`config.mk`:
```
export PLATFORM = sky130hd
export DESIGN_NAME = led_matrix_row_scan_driver
export DESIGN_NICKNAME = d
export VERILOG_FILES = /design/src/rtl/lmrs_pkg.sv /design/src/rtl/lmrs_ram.sv /design/src/rtl/led_matrix_row_scan_driver.sv
export VERILOG_INCLUDE_DIRS = /design/src /design/src/rtl
export SDC_FILE = /design/constraint.sdc
export NUM_CORES = 2
export LEC_CHECK = 0
export ABC_AREA = 1
export BUFFER_PORTS_ARGS = -buffer_cell sky130_fd_sc_hd__buf_2
export CAP_MARGIN = 20
export CORE_MARGIN = 2
export CORE_UTILIZATION = 52
export CTS_BUF_LIST = sky130_fd_sc_hd__clkbuf_4
export DETAILED_ROUTE_END_ITERATION = 12
export PLACE_DENSITY = 0.68
export SKIP_CTS_REPAIR_TIMING = 1
export SLEW_MARGIN = 15
export SYNTH_ARGS = -nofsm -noshare
export SYNTH_HDL_FRONTEND = slang
export SYNTH_HIERARCHICAL = 1
export SYNTH_SLANG_ARGS = --single-unit
export TNS_END_PERCENT = 50
```
`constraint.sdc`:
```
create_clock -name i_clk -period 6.2 [get_ports i_clk]
set_clock_uncertainty 0.15 [all_clocks]
set_input_delay 1.24 -clock i_clk [delete_from_list [all_inputs] [get_ports i_clk]]
set_output_delay 1.24 -clock i_clk [all_outputs]
set_load 0.01 [all_outputs]
```
`src/rtl/assert_macros.svh`:
```
// assert_macros.svh
// concurrent assertion macros shared by the rtl of the row scan driver
// no dependencies; compiled out when SYNTHESIS is defined
`ifndef ASSERT_MACROS_SVH
`define ASSERT_MACROS_SVH

`ifndef SYNTHESIS

// condition holds at every clock edge out of reset
`define LMRS_ASSERT_ALWAYS(lbl, clk, rst_n, c, msg) \
    lbl: assert property (@(posedge clk) disable iff (!(rst_n)) (c)) \
        else $error(msg);

// antecedent implies consequent in the same cycle
`define LMRS_ASSERT_IMP(lbl, clk, rst_n, a, c, msg) \
    lbl: assert property (@(posedge clk) disable iff (!(rst_n)) (a) |-> (c)) \
        else $error(msg);

`else

`define LMRS_ASSERT_ALWAYS(lbl, clk, rst_n, c, msg)

`define LMRS_ASSERT_IMP(lbl, clk, rst_n, a, c, msg)

`endif

`endif

```
`src/rtl/lmrs_pkg.sv`:
```
// lmrs_pkg.sv
// request/response payload types, register map and defaults of the row scan driver
// no dependencies
`default_nettype none

package lmrs_pkg;

    // default geometry and timing
    localparam int ROWS_DEF         = 8;
    localparam int COLUMNS_DEF      = 8;
    localparam int CHANNEL_BITS_DEF = 8;
    localparam int DOT_BITS_DEF     = 6;
    localparam int RESET_TICKS_DEF  = 16;

    // fixed field widths
    localparam int PIX_IDX_W   = 6;
    localparam int COLOR_W     = 8;
    localparam int ROW_LINES_W = 8;
    localparam int BRIGHT_W    = 6;
    localparam int DWELL_W     = 16;
    localparam int DOT_WORDS   = 24;
    localparam int DOT_WORD_W  = 5;

    // configuration port
    localparam int CFG_IDX_W  = 2;
    localparam int CFG_DATA_W = 16;

    localparam logic [CFG_IDX_W-1:0] REG_BRIGHTNESS = 2'd0;
    localparam logic [CFG_IDX_W-1:0] REG_ROW_DWELL  = 2'd1;

    localparam logic [BRIGHT_W-1:0] BRIGHT_RST = 6'd63;
    localparam logic [DWELL_W-1:0]  DWELL_RST  = 16'd1000;

    // request kinds
    localparam logic KIND_TICK  = 1'b0;
    localparam logic KIND_PIXEL = 1'b1;

    typedef struct packed {
        logic                 kind;
        logic [PIX_IDX_W-1:0] pixel_index;
        logic [COLOR_W-1:0]   red;
        logic [COLOR_W-1:0]   green;
        logic [COLOR_W-1:0]   blue;
    } t_req;

    typedef struct packed {
        logic                   serial_clock;
        logic                   serial_data;
        logic                   bank_select;
        logic                   latch;
        logic                   driver_reset;
        logic [ROW_LINES_W-1:0] row_lines;
    } t_res;

endpackage

`default_nettype wire

```
`src/rtl/lmrs_ram.sv`:
```
// lmrs_ram.sv
// generic simple dual port ram, one write port, one read port with registered data
// no dependencies; read during write to the same address returns the old data
`default_nettype none

module lmrs_ram #(
    parameter int WIDTH = 24,
    parameter int DEPTH = 64,
    parameter int AW    = $clog2(DEPTH)
) (
    input  wire logic             i_clk,
    input  wire logic             i_we,
    input  wire logic [AW-1:0]    i_waddr,
    input  wire logic [WIDTH-1:0] i_wdata,
    input  wire logic [AW-1:0]    i_raddr,
    output logic      [WIDTH-1:0] o_rdata
);

    logic [WIDTH-1:0] r_mem [DEPTH];
    logic [WIDTH-1:0] r_rdata;

    // write port
    always_ff @(posedge i_clk) begin
        if (i_we) begin
            r_mem[i_waddr] <= i_wdata;
        end
    end

    // registered read port
    always_ff @(posedge i_clk) begin
        r_rdata <= r_mem[i_raddr];
    end

    assign o_rdata = r_rdata;

endmodule

`default_nettype wire

```
`src/rtl/led_matrix_row_scan_driver.sv`:
```
// led_matrix_row_scan_driver.sv
// row scan sequencer for an rgb matrix behind a two bank serial led driver
// depends on lmrs_pkg, lmrs_ram and assert_macros.svh
`default_nettype none

// Every request is either one tick of time or one pixel write, and every
// request produces exactly one response: the pin levels after that request.
// One request is taken per clock cycle and its response is presented in the
// next cycle from the pin register; a new request is taken whenever the
// response register is empty or being drained in the same cycle. The frame
// store is a ROWS*COLUMNS x 3*CHANNEL_BITS ram with a registered read port;
// it is read every cycle at the cell the sequencer will need next, and a
// pixel write to that cell in the same cycle is forwarded, so ticks never
// wait on the ram. Per-cell valid flops make unwritten pixels read as zero,
// so no clearing pass runs after reset. A tick moves the driver sequence by
// one pin phase: 2*DOT_BITS*24 + 1 ticks for a brightness reload,
// 2*CHANNEL_BITS*3*COLUMNS + 1 ticks to shift and latch a row, then the
// programmed dwell. Configuration writes are taken at any cycle with the
// write enable high and are meant for an idle block.
module led_matrix_row_scan_driver #(
    parameter int ROWS         = lmrs_pkg::ROWS_DEF,
    parameter int COLUMNS      = lmrs_pkg::COLUMNS_DEF,
    parameter int CHANNEL_BITS = lmrs_pkg::CHANNEL_BITS_DEF,
    parameter int DOT_BITS     = lmrs_pkg::DOT_BITS_DEF,
    parameter int RESET_TICKS  = lmrs_pkg::RESET_TICKS_DEF
) (
    input  wire logic                               i_clk,
    input  wire logic                               i_rst_n,
    // request channel
    input  wire logic                               i_req_valid,
    output logic                                    o_req_ready,
    input  wire lmrs_pkg::t_req                     i_req,
    // response channel
    output logic                                    o_res_valid,
    input  wire logic                               i_res_ready,
    output lmrs_pkg::t_res                          o_res,
    // configuration write port
    input  wire logic                               i_cfg_we,
    input  wire logic [lmrs_pkg::CFG_IDX_W-1:0]     i_cfg_idx,
    input  wire logic [lmrs_pkg::CFG_DATA_W-1:0]    i_cfg_data
);

    `include "assert_macros.svh"

    localparam int CELLS = ROWS * COLUMNS;
    localparam int AW    = $clog2(CELLS);
    localparam int MW    = 3 * CHANNEL_BITS;
    localparam int SW    = (CHANNEL_BITS > DOT_BITS) ? CHANNEL_BITS : DOT_BITS;
    localparam int BCW   = $clog2(SW);
    localparam int RW    = (ROWS > 1) ? $clog2(ROWS) : 1;
    localparam int CLW   = (COLUMNS > 1) ? $clog2(COLUMNS) : 1;
    localparam int DW    = lmrs_pkg::DWELL_W;

    // sequencer phases
    localparam logic [2:0] PH_RESET     = 3'd0;
    localparam logic [2:0] PH_DOT_SHIFT = 3'd1;
    localparam logic [2:0] PH_DOT_LATCH = 3'd2;
    localparam logic [2:0] PH_PIX_SHIFT = 3'd3;
    localparam logic [2:0] PH_PIX_LATCH = 3'd4;
    localparam logic [2:0] PH_DWELL     = 3'd5;

    // color channel order within a column
    localparam logic [1:0] CH_BLUE  = 2'd0;
    localparam logic [1:0] CH_GREEN = 2'd1;
    localparam logic [1:0] CH_RED   = 2'd2;

    localparam logic [BCW-1:0] DOT_LAST_BIT = BCW'(DOT_BITS - 1);
    localparam logic [BCW-1:0] PIX_LAST_BIT = BCW'(CHANNEL_BITS - 1);
    localparam logic [CLW-1:0] COL_FIRST    = CLW'(COLUMNS - 1);
    localparam logic [RW-1:0]  ROW_LAST     = RW'(ROWS - 1);

    // sequencer state
    logic [2:0]                          r_phase, n_phase;
    logic [BCW-1:0]                      r_bit, n_bit;
    logic [lmrs_pkg::DOT_WORD_W-1:0]     r_word, n_word;
    logic [CLW-1:0]                      r_col, n_col;
    logic [1:0]                          r_chan, n_chan;
    logic [RW-1:0]                       r_row, n_row;
    logic [DW-1:0]                       r_tick, n_tick;
    logic                                r_half, n_half;
    logic                                r_dirty, n_dirty;
    logic [SW-1:0]                       r_shift, n_shift;
    lmrs_pkg::t_res                      r_pins, n_pins;
    logic                                r_out_valid;

    // configuration registers
    logic [lmrs_pkg::BRIGHT_W-1:0]       r_bright;
    logic [DW-1:0]                       r_dwell;

    // frame store side
    logic [CELLS-1:0]                    r_cell_valid;
    logic                                r_fwd_hit;
    logic [MW-1:0]                       r_fwd_data;
    logic                                r_rd_valid;
    logic [MW-1:0]                       ram_q;
    logic [MW-1:0]                       cur_cell;
    logic [AW-1:0]                       rd_addr;
    logic [AW-1:0]                       wr_addr;
    logic [MW-1:0]                       wr_data;
    logic                                mem_we;

    logic                                accept;
    logic                                tick_req;
    logic                                is_dot;
    logic                                start_row;
    logic [SW-1:0]                       dot_word;
    logic [SW-1:0]                       pix_word;
    logic [BCW-1:0]                      sda_idx;
    logic [DW-1:0]                       dwell_eff;
    logic [lmrs_pkg::ROW_LINES_W-1:0]    row_onehot;

    // request / response handshake
    assign o_req_ready = !r_out_valid || i_res_ready;
    assign accept      = i_req_valid && o_req_ready;
    assign tick_req    = accept && (i_req.kind == lmrs_pkg::KIND_TICK);
    assign o_res_valid = r_out_valid;
    assign o_res       = r_pins;

    // pixel write into the frame store
    assign mem_we  = accept && (i_req.kind == lmrs_pkg::KIND_PIXEL)
                     && (int'(i_req.pixel_index) < CELLS);
    assign wr_addr = AW'(i_req.pixel_index);
    assign wr_data = {CHANNEL_BITS'(i_req.red), CHANNEL_BITS'(i_req.green),
                      CHANNEL_BITS'(i_req.blue)};

    // read the cell the sequencer will use next
    assign rd_addr = AW'(int'(n_row) * COLUMNS + int'(n_col));

    lmrs_ram #(
        .WIDTH (MW),
        .DEPTH (CELLS)
    ) u_frame_ram (
        .i_clk   (i_clk),
        .i_we    (mem_we),
        .i_waddr (wr_addr),
        .i_wdata (wr_data),
        .i_raddr (rd_addr),
        .o_rdata (ram_q)
    );

    // forwarding and never-written cells
    assign cur_cell = r_fwd_hit ? r_fwd_data : (r_rd_valid ? ram_q : '0);

    // word for the current channel of the current cell
    always_comb begin
        unique case (r_chan)
            CH_BLUE:  pix_word = SW'(cur_cell[CHANNEL_BITS-1:0]);
            CH_GREEN: pix_word = SW'(cur_cell[2*CHANNEL_BITS-1:CHANNEL_BITS]);
            CH_RED:   pix_word = SW'(cur_cell[3*CHANNEL_BITS-1:2*CHANNEL_BITS]);
            default:  pix_word = '0;
        endcase
    end

    assign dot_word  = SW'(DOT_BITS'(r_bright));
    assign is_dot    = (r_phase == PH_DOT_SHIFT);
    assign sda_idx   = (is_dot ? DOT_LAST_BIT : PIX_LAST_BIT) - r_bit;
    assign dwell_eff = (r_dwell == '0) ? DW'(1) : r_dwell;

    // row enable decode, rows past the eighth have no line
    always_comb begin
        for (int i = 0; i < lmrs_pkg::ROW_LINES_W; i++) begin
            row_onehot[i] = (int'(r_row) == i);
        end
    end

    // pin sequencer
    always_comb begin
        n_phase   = r_phase;
        n_bit     = r_bit;
        n_word    = r_word;
        n_col     = r_col;
        n_chan    = r_chan;
        n_row     = r_row;
        n_tick    = r_tick;
        n_half    = r_half;
        n_dirty   = r_dirty;
        n_shift   = r_shift;
        n_pins    = r_pins;
        start_row = 1'b0;

        if (tick_req) begin
            n_pins.latch = 1'b1;
            unique case (r_phase)
                PH_RESET: begin
                    if (r_tick < DW'(RESET_TICKS)) begin
                        n_tick              = r_tick + DW'(1);
                        n_pins.driver_reset = 1'b0;
                    end else begin
                        n_tick              = '0;
                        n_pins.driver_reset = 1'b1;
                        start_row           = 1'b1;
                    end
                end
                PH_DOT_SHIFT, PH_PIX_SHIFT: begin
                    n_pins.bank_select = !is_dot;
                    if (!r_half) begin
                        // first half: clock low, data placed
                        if (r_bit == '0) begin
                            n_shift = is_dot ? dot_word : pix_word;
                        end
                        n_pins.serial_clock = 1'b0;
                        n_pins.serial_data  = n_shift[sda_idx];
                        n_half              = 1'b1;
                    end else begin
                        // second half: clock high, step bit and word
                        n_pins.serial_clock = 1'b1;
                        n_half              = 1'b0;
                        if (r_bit == (is_dot ? DOT_LAST_BIT : PIX_LAST_BIT)) begin
                            n_bit = '0;
                            if (is_dot) begin
                                if (r_word == lmrs_pkg::DOT_WORD_W'(lmrs_pkg::DOT_WORDS - 1)) begin
                                    n_word  = '0;
                                    n_phase = PH_DOT_LATCH;
                                end else begin
                                    n_word = r_word + 1'b1;
                                end
                            end else if (r_chan == CH_RED) begin
                                n_chan = CH_BLUE;
                                if (r_col == '0) begin
                                    n_col   = COL_FIRST;
                                    n_phase = PH_PIX_LATCH;
                                end else begin
                                    n_col = r_col - 1'b1;
                                end
                            end else begin
                                n_chan = r_chan + 1'b1;
                            end
                        end else begin
                            n_bit = r_bit + 1'b1;
                        end
                    end
                end
                PH_DOT_LATCH: begin
                    n_pins.serial_clock = 1'b0;
                    n_pins.serial_data  = 1'b0;
                    n_pins.latch        = 1'b0;
                    n_phase             = PH_PIX_SHIFT;
                    n_word              = '0;
                    n_bit               = '0;
                    n_half              = 1'b0;
                    n_col               = COL_FIRST;
                    n_chan              = CH_BLUE;
                end
                PH_PIX_LATCH: begin
                    // rows switch only here, together with the latch of the new row
                    n_pins.serial_clock = 1'b0;
                    n_pins.serial_data  = 1'b0;
                    n_pins.latch        = 1'b0;
                    n_pins.row_lines    = row_onehot;
                    n_tick              = '0;
                    n_phase             = PH_DWELL;
                end
                PH_DWELL: begin
                    n_tick = r_tick + DW'(1);
                    if (n_tick >= dwell_eff) begin
                        n_tick    = '0;
                        n_row     = (r_row == ROW_LAST) ? '0 : r_row + 1'b1;
                        start_row = 1'b1;
                    end
                end
                default: begin
                end
            endcase
        end

        // next row sequence, with a bank 0 reload first when pending
        if (start_row) begin
            n_word = '0;
            n_bit  = '0;
            n_half = 1'b0;
            n_col  = COL_FIRST;
            n_chan = CH_BLUE;
            if (r_dirty) begin
                n_dirty = 1'b0;
                n_phase = PH_DOT_SHIFT;
            end else begin
                n_phase = PH_PIX_SHIFT;
            end
        end

        // brightness write schedules a reload
        if (i_cfg_we && (i_cfg_idx == lmrs_pkg::REG_BRIGHTNESS)) begin
            n_dirty = 1'b1;
        end
    end

    // control state
    always_ff @(posedge i_clk) begin
        if (!i_rst_n) begin
            r_phase             <= PH_RESET;
            r_bit               <= '0;
            r_word              <= '0;
            r_col               <= COL_FIRST;
            r_chan              <= CH_BLUE;
            r_row               <= '0;
            r_tick              <= '0;
            r_half              <= 1'b0;
            r_dirty             <= 1'b1;
            r_shift             <= '0;
            r_pins.serial_clock <= 1'b0;
            r_pins.serial_data  <= 1'b0;
            r_pins.bank_select  <= 1'b0;
            r_pins.latch        <= 1'b1;
            r_pins.driver_reset <= 1'b0;
            r_pins.row_lines    <= '0;
            r_out_valid         <= 1'b0;
            r_cell_valid        <= '0;
            r_fwd_hit           <= 1'b0;
        end else begin
            r_phase     <= n_phase;
            r_bit       <= n_bit;
            r_word      <= n_word;
            r_col       <= n_col;
            r_chan      <= n_chan;
            r_row       <= n_row;
            r_tick      <= n_tick;
            r_half      <= n_half;
            r_dirty     <= n_dirty;
            r_shift     <= n_shift;
            r_pins      <= n_pins;
            r_fwd_hit   <= mem_we && (wr_addr == rd_addr);
            if (accept) begin
                r_out_valid <= 1'b1;
            end else if (i_res_ready) begin
                r_out_valid <= 1'b0;
            end
            if (mem_we) begin
                r_cell_valid[wr_addr] <= 1'b1;
            end
        end
    end

    // forwarded data and valid flag of the cell being read
    always_ff @(posedge i_clk) begin
        r_fwd_data <= wr_data;
        r_rd_valid <= r_cell_valid[rd_addr];
    end

    // configuration registers
    always_ff @(posedge i_clk) begin
        if (!i_rst_n) begin
            r_bright <= lmrs_pkg::BRIGHT_RST;
            r_dwell  <= lmrs_pkg::DWELL_RST;
        end else if (i_cfg_we) begin
            unique case (i_cfg_idx)
                lmrs_pkg::REG_BRIGHTNESS: r_bright <= i_cfg_data[lmrs_pkg::BRIGHT_W-1:0];
                lmrs_pkg::REG_ROW_DWELL:  r_dwell  <= i_cfg_data[DW-1:0];
                default: begin
                end
            endcase
        end
    end

    // checks
    `LMRS_ASSERT_ALWAYS(a_rows_onehot, i_clk, i_rst_n, $onehot0(r_pins.row_lines), "two rows lit")
    `LMRS_ASSERT_IMP(a_latch_phase, i_clk, i_rst_n, !r_pins.latch, (r_phase == PH_DWELL || r_phase == PH_PIX_SHIFT), "latch low outside a latch step")
    `LMRS_ASSERT_IMP(a_reset_phase, i_clk, i_rst_n, !r_pins.driver_reset, (r_phase == PH_RESET), "driver reset low after reset phase")
    `LMRS_ASSERT_IMP(a_half_clock, i_clk, i_rst_n, ((r_phase == PH_DOT_SHIFT || r_phase == PH_PIX_SHIFT) && r_half), !r_pins.serial_clock, "clock high in first half of a bit")

endmodule

`default_nettype wire

```
==> impl_metrics.toml <==
[route]
routed_via_density = 5.87
dr.pass1.iters = 7
drtIter0Drc = 6353
ant_nets = 0
drc = 0
drt_wl_total_microns = 206000
vias = 51400
wl_per_cell_microns = 23.5

[worst_setup_path]
crit_buf_inv = 3
r2r-start = "r_tick[0]"
rr_endpoint = "u_frame_ram/o_rdata[0]"
critPathTopFamily = "simple AND/OR/NAND/NOR gates"
arrival_ns = 6.88
timing.reg2reg.setup_slack_ns = 0.39
ff2ff_path_depth = 29
worstPathRequired_ns = 7.26
crit_path_max_fanout = 49
path_depth = 29
cpMostUsedCell = "nand2_1"
critPathMaxStageDelay_ns = 0.40
critical_path.slowest_cell = "dfxtp_1"
criticalPathCategory = "register to register"
end_kind = "register"
start_kind = "register"

[final_layout]
postLayoutCoreUtil = 0.583
fin_area_sq_um = 78900
ff_latch_area_sq_um = 50000
layout_common_cells = "2147 x nand2_1, 1536 x edfxtp_1, 1446 x nand3_1"
instances_no_fill = 8749
layout.nets = 6744
layout-drive-gt1-share = 0.147
area_growth_pct = 11.4
multi_input_area_sq_um = 18200
fill_cells = 10900
final_common_cell = "nand2_1"

[cts]
cts_root_buffer = "clkbuf_4"
cts_max_level = 5
clk_pin_slew_ns = 0.06
cts_num_sinks = 1731
clk_latency_ns = 1.35
cts_tree = "done"
cts_buffers = 446
clockBufferDepth = 4

[global_route]
grt_pass1_wl_microns = 303000
antenna_found_initial = 11
track_usage = 0.290
grt_pass1_vias = 49000
grt_max_degree = 158
grt_overflow_total = 0

[pwr]
vdd_drop_max_uv = 153
switching_share = 0.213
clock_power_share = 0.419
p_int_mw = 17.8
power.density_nw_per_um2 = 286
pwr-share-comb = 0.017
p_switching_mw = 4.80
total_power_mw = 22.6
p_leak_nw = 29.3
p_seq_frac = 0.564

[die]
floorplan.die_area_sq_um = 139000
die_w_microns = 373
die_h_microns = 373
core_area_sq_um = 135000
rows = 135
start_util = 0.523
pin_count = 69

[sta]
slew_violations = 0
post-route-min-period_ns = 5.81
post-route-period-util = 0.938
setup_tns_ns = 0
max_freq_ghz = 0.172
finalSetupViolCount = 0
hold_ws_ns = 0.0507
tightest_slew_ns = 1.11
rsz0062_at_grt = "no"
hold_violations = 0
relSlewSlack = 0.257
setup_ws_ns = 0.386

[synthesis]
synth_area_sq_um = 70800
synth.top_cell.area_share = 0.651
synth.distinct_cells = 48
synth_cells = 6330
synth_ff_type = "edfxtp_1"
syn_nets = 6413
synth_edf_count = 1536
netlist_top_cells_area = "edfxtp_1 65%, nand2_1 11%, nand3_1 10%"
ys_ff_latch = 1731
yosysSeqAreaShare = 0.706
async_flop_share = 0
avgSynthCellArea_sq_um = 11.2
synth_top_cell_by_area = "edfxtp_1"
yosys_warnings = 6

[worst_hold_path]
worstHoldPathType = "input pin to register"
holdPathEnd = "r_dwell[13]"
holdCritStartpoint = "i_cfg_data[13]"
holdPathStages = 3

[job]
drv_cap = 0

[place]
dp_hpwl_microns = 111000
placedInstanceArea_sq_um = 73200
pre_cts_slack_ns = 0.382
place.gp.congestion = 0.916
place_inst = 7976
io_buffers = 68

[outcome]
outcome = "completed"
cell usage after synthesis, types with 4 or more instances:
cell and n:
inv_2 11, a21oi_1 79, a211oi_1 4, buf_2 167, nand2_1 2148, nand3_1 1451, nor4_1 10, nand2_2 5
o211ai_1 6, buf_6 48, edfxtp_1 1536, nor3_1 17, buf_4 29, clkinv_1 4, dfxtp_1 195, nor2_1 122
a221oi_1 5, clkbuf_1 93, o21ai_0 46, o31ai_1 4, xor2_1 14, ha_1 29, buf_1 30, a21o_1 4
inv_1 166, o22ai_1 70
worst max-delay path by stage:
stage                                          end        start  slack [ns]
after floorplan           u_frame_ram/r_mem[61][0]  i_res_ready        1.86
after global placement      u_frame_ram/o_rdata[9]    r_tick[0]        0.32
after detailed placement    u_frame_ram/o_rdata[9]    r_tick[0]        0.38
after CTS                   u_frame_ram/o_rdata[9]    r_tick[0]        0.24
after global routing        u_frame_ram/o_rdata[5]    r_tick[0]        0.02
final                       u_frame_ram/o_rdata[0]    r_tick[0]        0.39
cell families (layout without fill, tap and decap cells):
logic type | Yosys count | after routing | share of synthesized area
buf+inv | 555 | 1180 | 0.0402
other cells | 0 | 13 | 0
compound gates | 230 | 230 | 0.0190
xor+xnor | 16 | 16 | 0.00198
simple gates | 3768 | 3768 | 0.227
flops | 1731 | 1731 | 0.706
fa+ha+maj | 29 | 29 | 0.00512
mux | 1 | 1 | 0.000141
state kept, by name (all words and copies together), names as in the netlist:
signal and cells:
r_bright 6, r_cell_valid 64, r_col 3, r_chan 2, r_dirty 1, u_frame_ram/o_rdata 24
o_res_valid 1, o_res 13, r_phase 3, r_fwd_hit 1, r_row 3, r_tick 16
r_rd_valid 1, u_frame_ram/r_mem 1536, r_fwd_data 24, r_bit 3, r_word 5, r_dwell 16
r_half 1, r_shift 8
worst reg2reg max path: cells and delay by family, from the launching register on:
| family | cells | cell delay (ns) |
|---|---|---|
| flops | 1 | 0.40 |
| xor+xnor | 1 | 0.22 |
| simple gates | 21 | 3.29 |
| fa+ha+maj | 2 | 0.47 |
| buf+inv | 3 | 0.91 |
| compound gates | 2 | 0.24 |
area by class of cell:
type / count / area share
Antenna cell: 13 / 0.000412
Clock buffer: 659 / 0.0627
Clock inverter: 83 / 0.00580
Inverter: 182 / 0.00934
Multi-Input combinational cell: 4044 / 0.231
Sequential cell: 1731 / 0.634
Tap cell: 1781 / 0.0282
Timing Repair Buffer: 255 / 0.0285
Timing Repair inverter: 1 / 0.000143
routing by layer:
| metal | vias to the layer above | GRT usage | part of all wire | wire length [microns] |
|---|---|---|---|---|
| met2 | 3084 | 0.452 | 0.46 | 94800 |
| met4 | 6 | 0.133 | 0.043 | 8900 |
| met3 | 453 | 0.0642 | 0.11 | 22100 |
| met1 | 24800 | 0.389 | 0.39 | 79700 |
| met5 | - | 0 | 0.00021 | 44 |
| li1 | 23000 | - | - | - |
power by group through the flow:
stage	Clock [mW]	Combinational (mW)	Sequential [mW]
2_1_floorplan	0	0.0854	13.0
3_3_place_gp	0	0.371	13.0
3_5_place_dp	0	0.380	13.0
4_1_cts	9.59	0.381	12.7
5_1_grt	10.2	0.416	12.7
6_report	9.46	0.390	12.7
Note: power is estimated with default switching activity, not from simulation.
